## src/design/vlpd_pkg.sv

```systemverilog
// ----------------------------------------------------------------------------
// Varint length-prefix deframer package
// Shared constants and types for the deframer modules.
// ----------------------------------------------------------------------------
package vlpd_pkg;

	localparam int unsigned MAX_PREFIX_BYTES = 10;
	localparam int unsigned LEN_W            = 64;
	localparam int unsigned DIGIT_BITS       = 7;
	localparam int unsigned CNT_W            = $clog2(MAX_PREFIX_BYTES + 1);
	localparam int unsigned SHAMT_W          = $clog2(DIGIT_BITS * MAX_PREFIX_BYTES + 1);

	typedef struct packed {
		logic [7:0] payload_byte;
		logic       last_of_packet;
		logic       empty_packet;
		logic       prefix_error;
	} result_t;

	typedef struct packed {
		logic             in_payload;
		logic [CNT_W-1:0] prefix_count;
		logic             remaining_zero;
	} parse_status_t;

endpackage

```

## src/design/varint_length_prefix_deframer.sv

```systemverilog
// ----------------------------------------------------------------------------
// Varint length-prefix deframer
// Splits a byte stream into packets framed by base-128 varint lengths.
// ----------------------------------------------------------------------------
// The input channel (in_valid, in_ready, data_byte) takes one stream byte per
// transaction. Each packet is its little-endian varint length followed by
// that many payload bytes. The output channel (out_valid, out_ready and the
// result fields) gives one transaction per payload byte, with last_of_packet
// on the final byte, one empty_packet transaction for a zero length, and one
// prefix_error transaction when a prefix runs past its maximum byte count.
// Prefix bytes otherwise produce no transaction.
// A byte passes an input register and then the parser, and its result is
// registered in the result register.
// The block takes one byte per cycle while the receiver keeps up; that rate
// is set by the single parser stage between the two registers.
// When the receiver stalls, the result register holds, the input register
// takes one more byte only if it is empty, and in_ready stays low until the
// result register frees.
// Reset clears the framing state so that the first byte begins a prefix,
// and empties both registers.
// ----------------------------------------------------------------------------
module varint_length_prefix_deframer import vlpd_pkg::*; (
	input  logic       clk,
	input  logic       arst_n,
	input  logic       in_valid,
	output logic       in_ready,
	input  logic [7:0] data_byte,
	output logic       out_valid,
	input  logic       out_ready,
	output logic [7:0] payload_byte,
	output logic       last_of_packet,
	output logic       empty_packet,
	output logic       prefix_error
);

	logic          valid_s1;
	logic [7:0]    byte_s1;
	logic          free;
	logic          fire;
	logic          res_valid;
	result_t       res;
	result_t       res_q;
	parse_status_t status;

	assign fire = valid_s1 && free;

	vlpd_in_reg u_in_reg (
		.clk       (clk),
		.arst_n    (arst_n),
		.in_valid  (in_valid),
		.in_ready  (in_ready),
		.data_byte (data_byte),
		.advance   (free),
		.valid_s1  (valid_s1),
		.byte_s1   (byte_s1)
	);

	vlpd_parser u_parser (
		.clk       (clk),
		.arst_n    (arst_n),
		.fire      (fire),
		.byte_s1   (byte_s1),
		.res_valid (res_valid),
		.res       (res),
		.status    (status)
	);

	vlpd_out_reg u_out_reg (
		.clk       (clk),
		.arst_n    (arst_n),
		.load      (fire && res_valid),
		.res       (res),
		.free      (free),
		.out_valid (out_valid),
		.out_ready (out_ready),
		.res_q     (res_q)
	);

	assign payload_byte   = res_q.payload_byte;
	assign last_of_packet = res_q.last_of_packet;
	assign empty_packet   = res_q.empty_packet;
	assign prefix_error   = res_q.prefix_error;

`ifndef SYNTHESIS
	a_payload_needs_count: assert property (@(posedge clk) disable iff (!arst_n)
		status.in_payload |-> !status.remaining_zero)
		else $error("Payload state entered with no bytes remaining.");

	a_prefix_count_bound: assert property (@(posedge clk) disable iff (!arst_n)
		status.prefix_count < CNT_W'(MAX_PREFIX_BYTES))
		else $error("Prefix byte count passed its limit.");

	a_error_shape: assert property (@(posedge clk) disable iff (!arst_n)
		out_valid && prefix_error |-> !last_of_packet && !empty_packet
			&& payload_byte == 8'd0)
		else $error("Error result carries packet data.");

	a_empty_shape: assert property (@(posedge clk) disable iff (!arst_n)
		out_valid && empty_packet |-> last_of_packet && payload_byte == 8'd0)
		else $error("Empty packet result is malformed.");
`endif

endmodule

```

## src/design/vlpd_in_reg.sv

```systemverilog
// ----------------------------------------------------------------------------
// Input register
// Holds one accepted stream byte until the parser stage consumes it.
// ----------------------------------------------------------------------------
module vlpd_in_reg import vlpd_pkg::*; (
	input  logic       clk,
	input  logic       arst_n,
	input  logic       in_valid,
	output logic       in_ready,
	input  logic [7:0] data_byte,
	input  logic       advance,
	output logic       valid_s1,
	output logic [7:0] byte_s1
);

	assign in_ready = !valid_s1 || advance;

	always_ff @(posedge clk or negedge arst_n) begin
		if (!arst_n) begin
			valid_s1 <= 1'b0;
		end else if (in_ready) begin
			valid_s1 <= in_valid;
		end
	end

	always_ff @(posedge clk) begin
		if (in_valid && in_ready) begin
			byte_s1 <= data_byte;
		end
	end

endmodule

```

## src/design/vlpd_parser.sv

```systemverilog
// ----------------------------------------------------------------------------
// Prefix and payload parser
// Keeps the framing state and forms at most one result per consumed byte.
// ----------------------------------------------------------------------------
module vlpd_parser import vlpd_pkg::*; (
	input  logic          clk,
	input  logic          arst_n,
	input  logic          fire,
	input  logic [7:0]    byte_s1,
	output logic          res_valid,
	output result_t       res,
	output parse_status_t status
);

	logic             in_payload_q;
	logic [LEN_W-1:0] length_accum_q;
	logic [CNT_W-1:0] prefix_count_q;
	logic [LEN_W-1:0] bytes_remaining_q;

	logic [SHAMT_W-1:0] shamt;
	logic [LEN_W-1:0]   accum_nxt;
	logic [CNT_W-1:0]   count_inc;
	logic               more;
	logic               overlong;
	logic [LEN_W-1:0]   remaining_dec;
	logic               payload_last;

	always_comb begin
		shamt         = SHAMT_W'(prefix_count_q) * SHAMT_W'(DIGIT_BITS);
		accum_nxt     = length_accum_q | (LEN_W'(byte_s1[DIGIT_BITS-1:0]) << shamt);
		count_inc     = prefix_count_q + CNT_W'(1);
		more          = byte_s1[7];
		overlong      = more && (count_inc >= CNT_W'(MAX_PREFIX_BYTES));
		remaining_dec = (bytes_remaining_q != '0) ? bytes_remaining_q - LEN_W'(1)
			: bytes_remaining_q;
		payload_last  = (remaining_dec == '0);
	end

	always_comb begin
		res       = '0;
		res_valid = 1'b0;
		if (in_payload_q) begin
			res_valid          = 1'b1;
			res.payload_byte   = byte_s1;
			res.last_of_packet = payload_last;
		end else if (overlong) begin
			res_valid        = 1'b1;
			res.prefix_error = 1'b1;
		end else if (!more && accum_nxt == '0) begin
			res_valid          = 1'b1;
			res.last_of_packet = 1'b1;
			res.empty_packet   = 1'b1;
		end
	end

	always_ff @(posedge clk or negedge arst_n) begin
		if (!arst_n) begin
			in_payload_q      <= 1'b0;
			length_accum_q    <= '0;
			prefix_count_q    <= '0;
			bytes_remaining_q <= '0;
		end else if (fire) begin
			if (in_payload_q) begin
				bytes_remaining_q <= remaining_dec;
				if (payload_last) begin
					in_payload_q   <= 1'b0;
					length_accum_q <= '0;
					prefix_count_q <= '0;
				end
			end else if (more) begin
				if (overlong) begin
					length_accum_q <= '0;
					prefix_count_q <= '0;
				end else begin
					length_accum_q <= accum_nxt;
					prefix_count_q <= count_inc;
				end
			end else begin
				length_accum_q <= '0;
				prefix_count_q <= '0;
				if (accum_nxt != '0) begin
					bytes_remaining_q <= accum_nxt;
					in_payload_q      <= 1'b1;
				end
			end
		end
	end

	assign status.in_payload     = in_payload_q;
	assign status.prefix_count   = prefix_count_q;
	assign status.remaining_zero = (bytes_remaining_q == '0);

endmodule

```

## src/design/vlpd_out_reg.sv

```systemverilog
// ----------------------------------------------------------------------------
// Result register
// Holds one result until the receiver takes it.
// ----------------------------------------------------------------------------
module vlpd_out_reg import vlpd_pkg::*; (
	input  logic    clk,
	input  logic    arst_n,
	input  logic    load,
	input  result_t res,
	output logic    free,
	output logic    out_valid,
	input  logic    out_ready,
	output result_t res_q
);

	assign free = !out_valid || out_ready;

	always_ff @(posedge clk or negedge arst_n) begin
		if (!arst_n) begin
			out_valid <= 1'b0;
		end else if (free) begin
			out_valid <= load;
		end
	end

	always_ff @(posedge clk) begin
		if (free && load) begin
			res_q <= res;
		end
	end

endmodule
```

## config.mk

```make
export PLATFORM = sky130hd
export DESIGN_NAME = varint_length_prefix_deframer
export DESIGN_NICKNAME = d
export VERILOG_FILES = /design/src/design/vlpd_pkg.sv /design/src/design/varint_length_prefix_deframer.sv /design/src/design/vlpd_in_reg.sv /design/src/design/vlpd_parser.sv /design/src/design/vlpd_out_reg.sv
export SDC_FILE = /design/constraint.sdc
export NUM_CORES = 1
export LEC_CHECK = 0
export ABC_AREA = 1
export BUFFER_PORTS_ARGS = -buffer_cell sky130_fd_sc_hd__buf_2
export CORE_AREA = 3 3 133 135
export CTS_CLUSTER_DIAMETER = 100
export DETAILED_ROUTE_END_ITERATION = 10
export DIE_AREA = 0 0 136 138
export PLACE_DENSITY = 0.78
export SETUP_SLACK_MARGIN = 0.15
export SKIP_LAST_GASP = 1
export SLEW_MARGIN = 20
export SYNTH_ARGS = -nofsm -noshare
export SYNTH_HDL_FRONTEND = slang
export SYNTH_SLANG_ARGS = --single-unit
export TNS_END_PERCENT = 100
```

## constraint.sdc

```tcl
create_clock -name clk -period 2.84 [get_ports clk]
set_clock_uncertainty 0.05 [all_clocks]
set_input_delay 0.284 -clock clk [delete_from_list [all_inputs] [get_ports clk]]
set_output_delay 0.284 -clock clk [all_outputs]
set_load 0.05 [all_outputs]
```

==> results_dict.tcl, run 1 <==
set metrics [dict create \
    synthCells 1689 \
    yosysTopAreaCellShare 0.318 \
    initial_core_util 0.640 \
    cts_made_buffers 17 \
    die_h_um 138 \
    yosys.area.top_type "dfrtp_1" \
    die_w_um 136 \
    ys_seq_elements 154 \
    cts_sinks 154 \
    ys_seq_area_frac 0.372 \
    ios 25 \
    yosysWarnings 0 \
    track_usage 0.790 \
    async_flop_share 0.877 \
    syn_area_um2 10600 \
    synth_fp_nets 1705 \
    synth_edf_count 19 \
    place_hpwl_mm 31.3 \
    synth.distinct_cells 31 \
    worstEndpointType "register data pin" \
    grt-ovfl-total 167 \
    ys.flop_type "dfrtp_1" \
    gp_congestion 1.07 \
    synthTopCellsByArea "dfrtp_1, nand2_1, nor2_1, nand3_1, o21ai_0" \
    cts_root_buf "clkbuf_16" \
    worstEndpointGrtRepair "u_parser.length_accum_q[54]$_DFFE_PN0P_/D" \
    clk_path_buf_depth 2 \
    io_buffers 24 \
    grt_max_degree 112 \
    htreeDepth 4 \
    error_line "[ERROR GRT-0232] Routing congestion too high. Check the congestion heatmap in the GUI." \
    failing_step "5_1_grt" \
    outcome "aborted with a tool error" \
    synth.avg_cell_area_um2 6.28 \
    rows 47 \
]
-- layer usage --
metal  GRT overflow  global-route usage
met5              0               0.217
met4             67               0.825
met3              6               0.622
met2             92               0.933
met1              2               0.806
-- cells by family after synthesis --
| group | count (synthesis) | share of synthesized area |
|---|---|---|
| and+or+nand+nor | 1083 | 0.419 |
| DFF | 154 | 0.372 |
| buffers and inverters | 209 | 0.0807 |
| adders and majority gates | 4 | 0.00472 |
| xor gates and xnor gates | 18 | 0.0149 |
| AOI/OAI and AO/OA | 221 | 0.109 |
-- synthesized netlist by cell type (2+ instances only) --
cell / count
nand2_1: 573
xor2_1: 17
buf_4: 2
inv_1: 126
clkbuf_1: 40
nor2_4: 2
buf_2: 21
edfxtp_1: 19
ha_1: 4
clkinv_1: 2
nor2_1: 274
nand2_2: 8
o21ai_0: 131
nand4_1: 18
a21o_1: 2
a21oi_2: 2
o21ai_1: 27
nor3_1: 20
dfrtp_1: 135
o21bai_1: 14
buf_6: 5
a21oi_1: 45
inv_2: 7
buf_1: 6
nor2_2: 11
nand3_1: 172
nand3b_1: 2
-- repair_timing --
action                                  in CTS
hold endpoints to repair                    77
hold buffers                                 9
cloned                                       7
setup buffers                                8
endpoints found under the setup margin     145
pin swaps                                   13
gates resized for setup                    118
-- through the flow --
stage | setup TNS [ns] | hold WS (ns) | std cells | area [µm²] | worst slack (ns)
2_1_floorplan | 0 | -0.0616 | 1689 | 10600 | 0.251
3_3_place_gp | -24.54 | 0.302 | 2136 | 12900 | -0.365
3_5_place_dp | -26.42 | 0.306 | 2136 | 12900 | -0.412
4_1_cts | -0.723 | 0.0143 | 2192 | 14300 | -0.0577
==> inputs of run 2 (changes only) <==
--- a/config.mk
+++ b/config.mk
@@ -7,12 +7,10 @@
 export LEC_CHECK = 0
 export ABC_AREA = 1
 export BUFFER_PORTS_ARGS = -buffer_cell sky130_fd_sc_hd__buf_2
-export CORE_AREA = 3 3 133 135
-export CTS_CLUSTER_DIAMETER = 100
+export CORE_AREA = 3 3 167 169
 export DETAILED_ROUTE_END_ITERATION = 10
-export DIE_AREA = 0 0 136 138
-export PLACE_DENSITY = 0.78
-export SETUP_SLACK_MARGIN = 0.15
+export DIE_AREA = 0 0 170 172
+export PLACE_DENSITY_LB_ADDON = 0.15
 export SKIP_LAST_GASP = 1
 export SLEW_MARGIN = 20
 export SYNTH_ARGS = -nofsm -noshare
==> run 2 against run 1 <==
  * The flow now finishes, with violations (setup timing)
  * Synthesized cell count did not move
  * Synthesized area did not move
==> results_dict.tcl, run 2 <==
set metrics [dict create \
    outcome "complete, but fails checks" \
    failed_checks "setup timing" \
    holdPathEnd "u_out_reg.out_valid" \
    die_w_um 170 \
    grt_max_degree 68 \
    yosysMostFrequentCell "nand2_1" \
    cts_made_buffers 17 \
    maxCapViolCount 0 \
    worst_slew_pin_slew_ns 0.575 \
    gp_congestion 1.01 \
    vias 13000 \
    crit_arrival_ns 3.30 \
    htreeDepth 4 \
    synthTopCellsByArea "dfrtp_1, nand2_1, nor2_1, nand3_1, o21ai_0" \
    synth.distinct_cells 31 \
    clk_path_buf_depth 2 \
    clock_latency_ns 0.46 \
    grt-ovfl-total 0 \
    cts_sinks 154 \
    rows 60 \
    reg2reg_setup_slack_ns -0.16 \
    rsz0062_at_grt "true" \
    max_stage_delay_ns 0.42 \
    crit_chain "nor2_1 > buf_4 > nand2_4 > nor2_4 > nand2_2 > nor2_4 > nand2_4 > buf_12 > clkbuf_16 > o21ai_4 > nand2_1 > nor2_1 > nand2_1 > nor2_1 > nand3_2 > nand2_4 > nand2_8 > clkbuf_16 > nand2_2 > nand2_1" \
    layout_common_cells "nand2_1, buf_4, nor2_1, nand3_1, dfrtp_1" \
    multiInputGateArea_um2 7140 \
    tritoncts "built" \
    path_clk_slew_ns 0.08 \
    die_area_um2 29200 \
    r2r-start "u_parser.bytes_remaining_q[20]" \
    largest_registers "u_parser.bytes_remaining_q (64), u_parser.length_accum_q (64), u_out_reg.res_q (11)" \
    ys_seq_elements 154 \
    cp_top_family "simple AND/OR/NAND/NOR gates" \
    dp_cells 2332 \
    yosysWarnings 0 \
    place_hpwl_mm 33.9 \
    die_h_um 172 \
    nNetsFinal 2088 \
    drive_gt1_frac 0.380 \
    drc 0 \
    finalSetupViolations 70 \
    grt_pass1_vias 11800 \
    initial_core_util 0.397 \
    synthTopCellsByCount "nand2_1, nor2_1, nand3_1" \
    synth_fp_nets 1705 \
    crit_path_start_kind "flip-flop" \
    yosys.area.top_type "dfrtp_1" \
    ys.flop_type "dfrtp_1" \
    synth_edf_count 19 \
    yosysTopAreaCellShare 0.318 \
    ios 25 \
    async_flop_share 0.877 \
    max-slew-margin-rel 0.615 \
    r2r_cells 20 \
    synth.avg_cell_area_um2 6.28 \
    io_buffers 24 \
    wl_mm 47.3 \
    path_max_fanout 8 \
    n_fill_cell 2495 \
    fin_ws_ns -0.161 \
    max_clock_freq_mhz 333 \
    viasPerCell 5.38 \
    final_hold_viol_count 0 \
    track_usage 0.308 \
    grt_pass1_wl_mm 67.9 \
    num_antenna_cells 0 \
    seq_area_um2 3960 \
    min_path_cells 2 \
    synthCells 1689 \
    slew_violations 0 \
    min_period_ns 3.00 \
    cts_root_buf "clkbuf_16" \
    end_kind "flip-flop" \
    ys_seq_area_frac 0.372 \
    syn_area_um2 10600 \
    criticalPathCategory "flip-flop to flip-flop" \
    final_core_util 0.615 \
    antenna_found_initial 2 \
    hold_class "input port to flip-flop" \
    crit_buf_inv 4 \
    drtPass1Iterations 7 \
    core_area_um2 26700 \
    drt_iter0_drc 1309 \
    hp-start "out_ready" \
    ant_nets 0 \
    post-route-period-util 1.06 \
    cp.required_ns 3.14 \
    final_cells 2426 \
    worst_path_max_delay_cell "dfrtp_1" \
    wl_per_cell_um 19.5 \
    final_common_cell "nand2_1" \
    r2r_end "u_parser.length_accum_q[55]" \
    syn2layout_area_growth_pct 55.1 \
]
run 2: cell counts after synthesis:
Identical to the previous run, type by type.
run 2: worst register-to-register path, cell delays in order, from the launching register on:
cell and delay (ns):
dfrtp_1 0.42, nor2_1 0.11, buf_4 0.15, nand2_4 0.06, nor2_4 0.13, nand2_2 0.09, nor2_4 0.14, nand2_4 0.12
buf_12 0.17, clkbuf_16 0.19, o21ai_4 0.07, nand2_1 0.06, nor2_1 0.15, nand2_1 0.08, nor2_1 0.12, nand3_2 0.13
nand2_4 0.16, nand2_8 0.14, clkbuf_16 0.23, nand2_2 0.07, nand2_1 0.05
run 2: routing by layer:
layer | vias to the layer above | part of all wire | global-route usage
li1 | 6177 | - | -
met3 | 128 | 0.072 | 0.0412
met4 | 0 | 0.052 | 0.117
met5 | - | 0 | 0
met2 | 551 | 0.47 | 0.503
met1 | 6190 | 0.41 | 0.419
run 2: how the worst max path moves through the flow:
stage / from / depth (start not counted) / end
after global placement: u_parser.bytes_remaining_q[0] / 19 / u_parser.prefix_count_q[3]
after global routing: u_parser.bytes_remaining_q[38] / 20 / u_parser.length_accum_q[48]
after detailed placement: u_parser.bytes_remaining_q[5] / 22 / u_parser.prefix_count_q[3]
after floorplan: u_parser.bytes_remaining_q[0] / 21 / u_parser.prefix_count_q[2]
final: u_parser.bytes_remaining_q[20] / 20 / u_parser.length_accum_q[55]
after CTS: u_parser.bytes_remaining_q[0] / 21 / u_parser.length_accum_q[37]
run 2: cell families after synthesis:
kind of cell    synth area share
flops                      0.372
buf+inv                   0.0807
xor+xnor                  0.0149
simple gates               0.419
compound gates             0.109
fa+ha+maj                0.00472
run 2: metrics by stage:
step | TNS (ns) | cell area [µm²] | worst slack [ns] | hold slack, ns
5_1_grt | -15.78 | 16400 | -0.254 | 0.00353
3_3_place_gp | -20.08 | 13600 | -0.321 | 0.196
6_report | -8.31 | 16400 | -0.161 | 0.00265
3_5_place_dp | -19.42 | 13600 | -0.308 | 0.200
2_1_floorplan | 0 | 10600 | 0.251 | -0.0616
4_1_cts | -2.96 | 14800 | -0.0671 | 0.00194
run 2: timing repair:
item / CTS / global route
pin swaps: 18 / 79
setup endpoints to repair: 85 / 145
hold buffers: 10 / 0
setup buffers: 14 / 19
endpoints found under the hold margin: 51 / 0
resized for setup: 80 / 346
gates cloned: 3 / 16
run 2: final cells by class:
class                           count  share of cell area
Tap cell                          341              0.0259
Multi-Input combinational cell   1327               0.434
Clock buffer                       18              0.0267
Timing Repair Buffer              437               0.231
Inverter                          135              0.0310
Sequential cell                   154               0.241
Clock inverter                     14              0.0106
Power of run 2 is not shown: default switching activity piles up to over one toggle a cycle in this logic, so the estimate is an artifact.
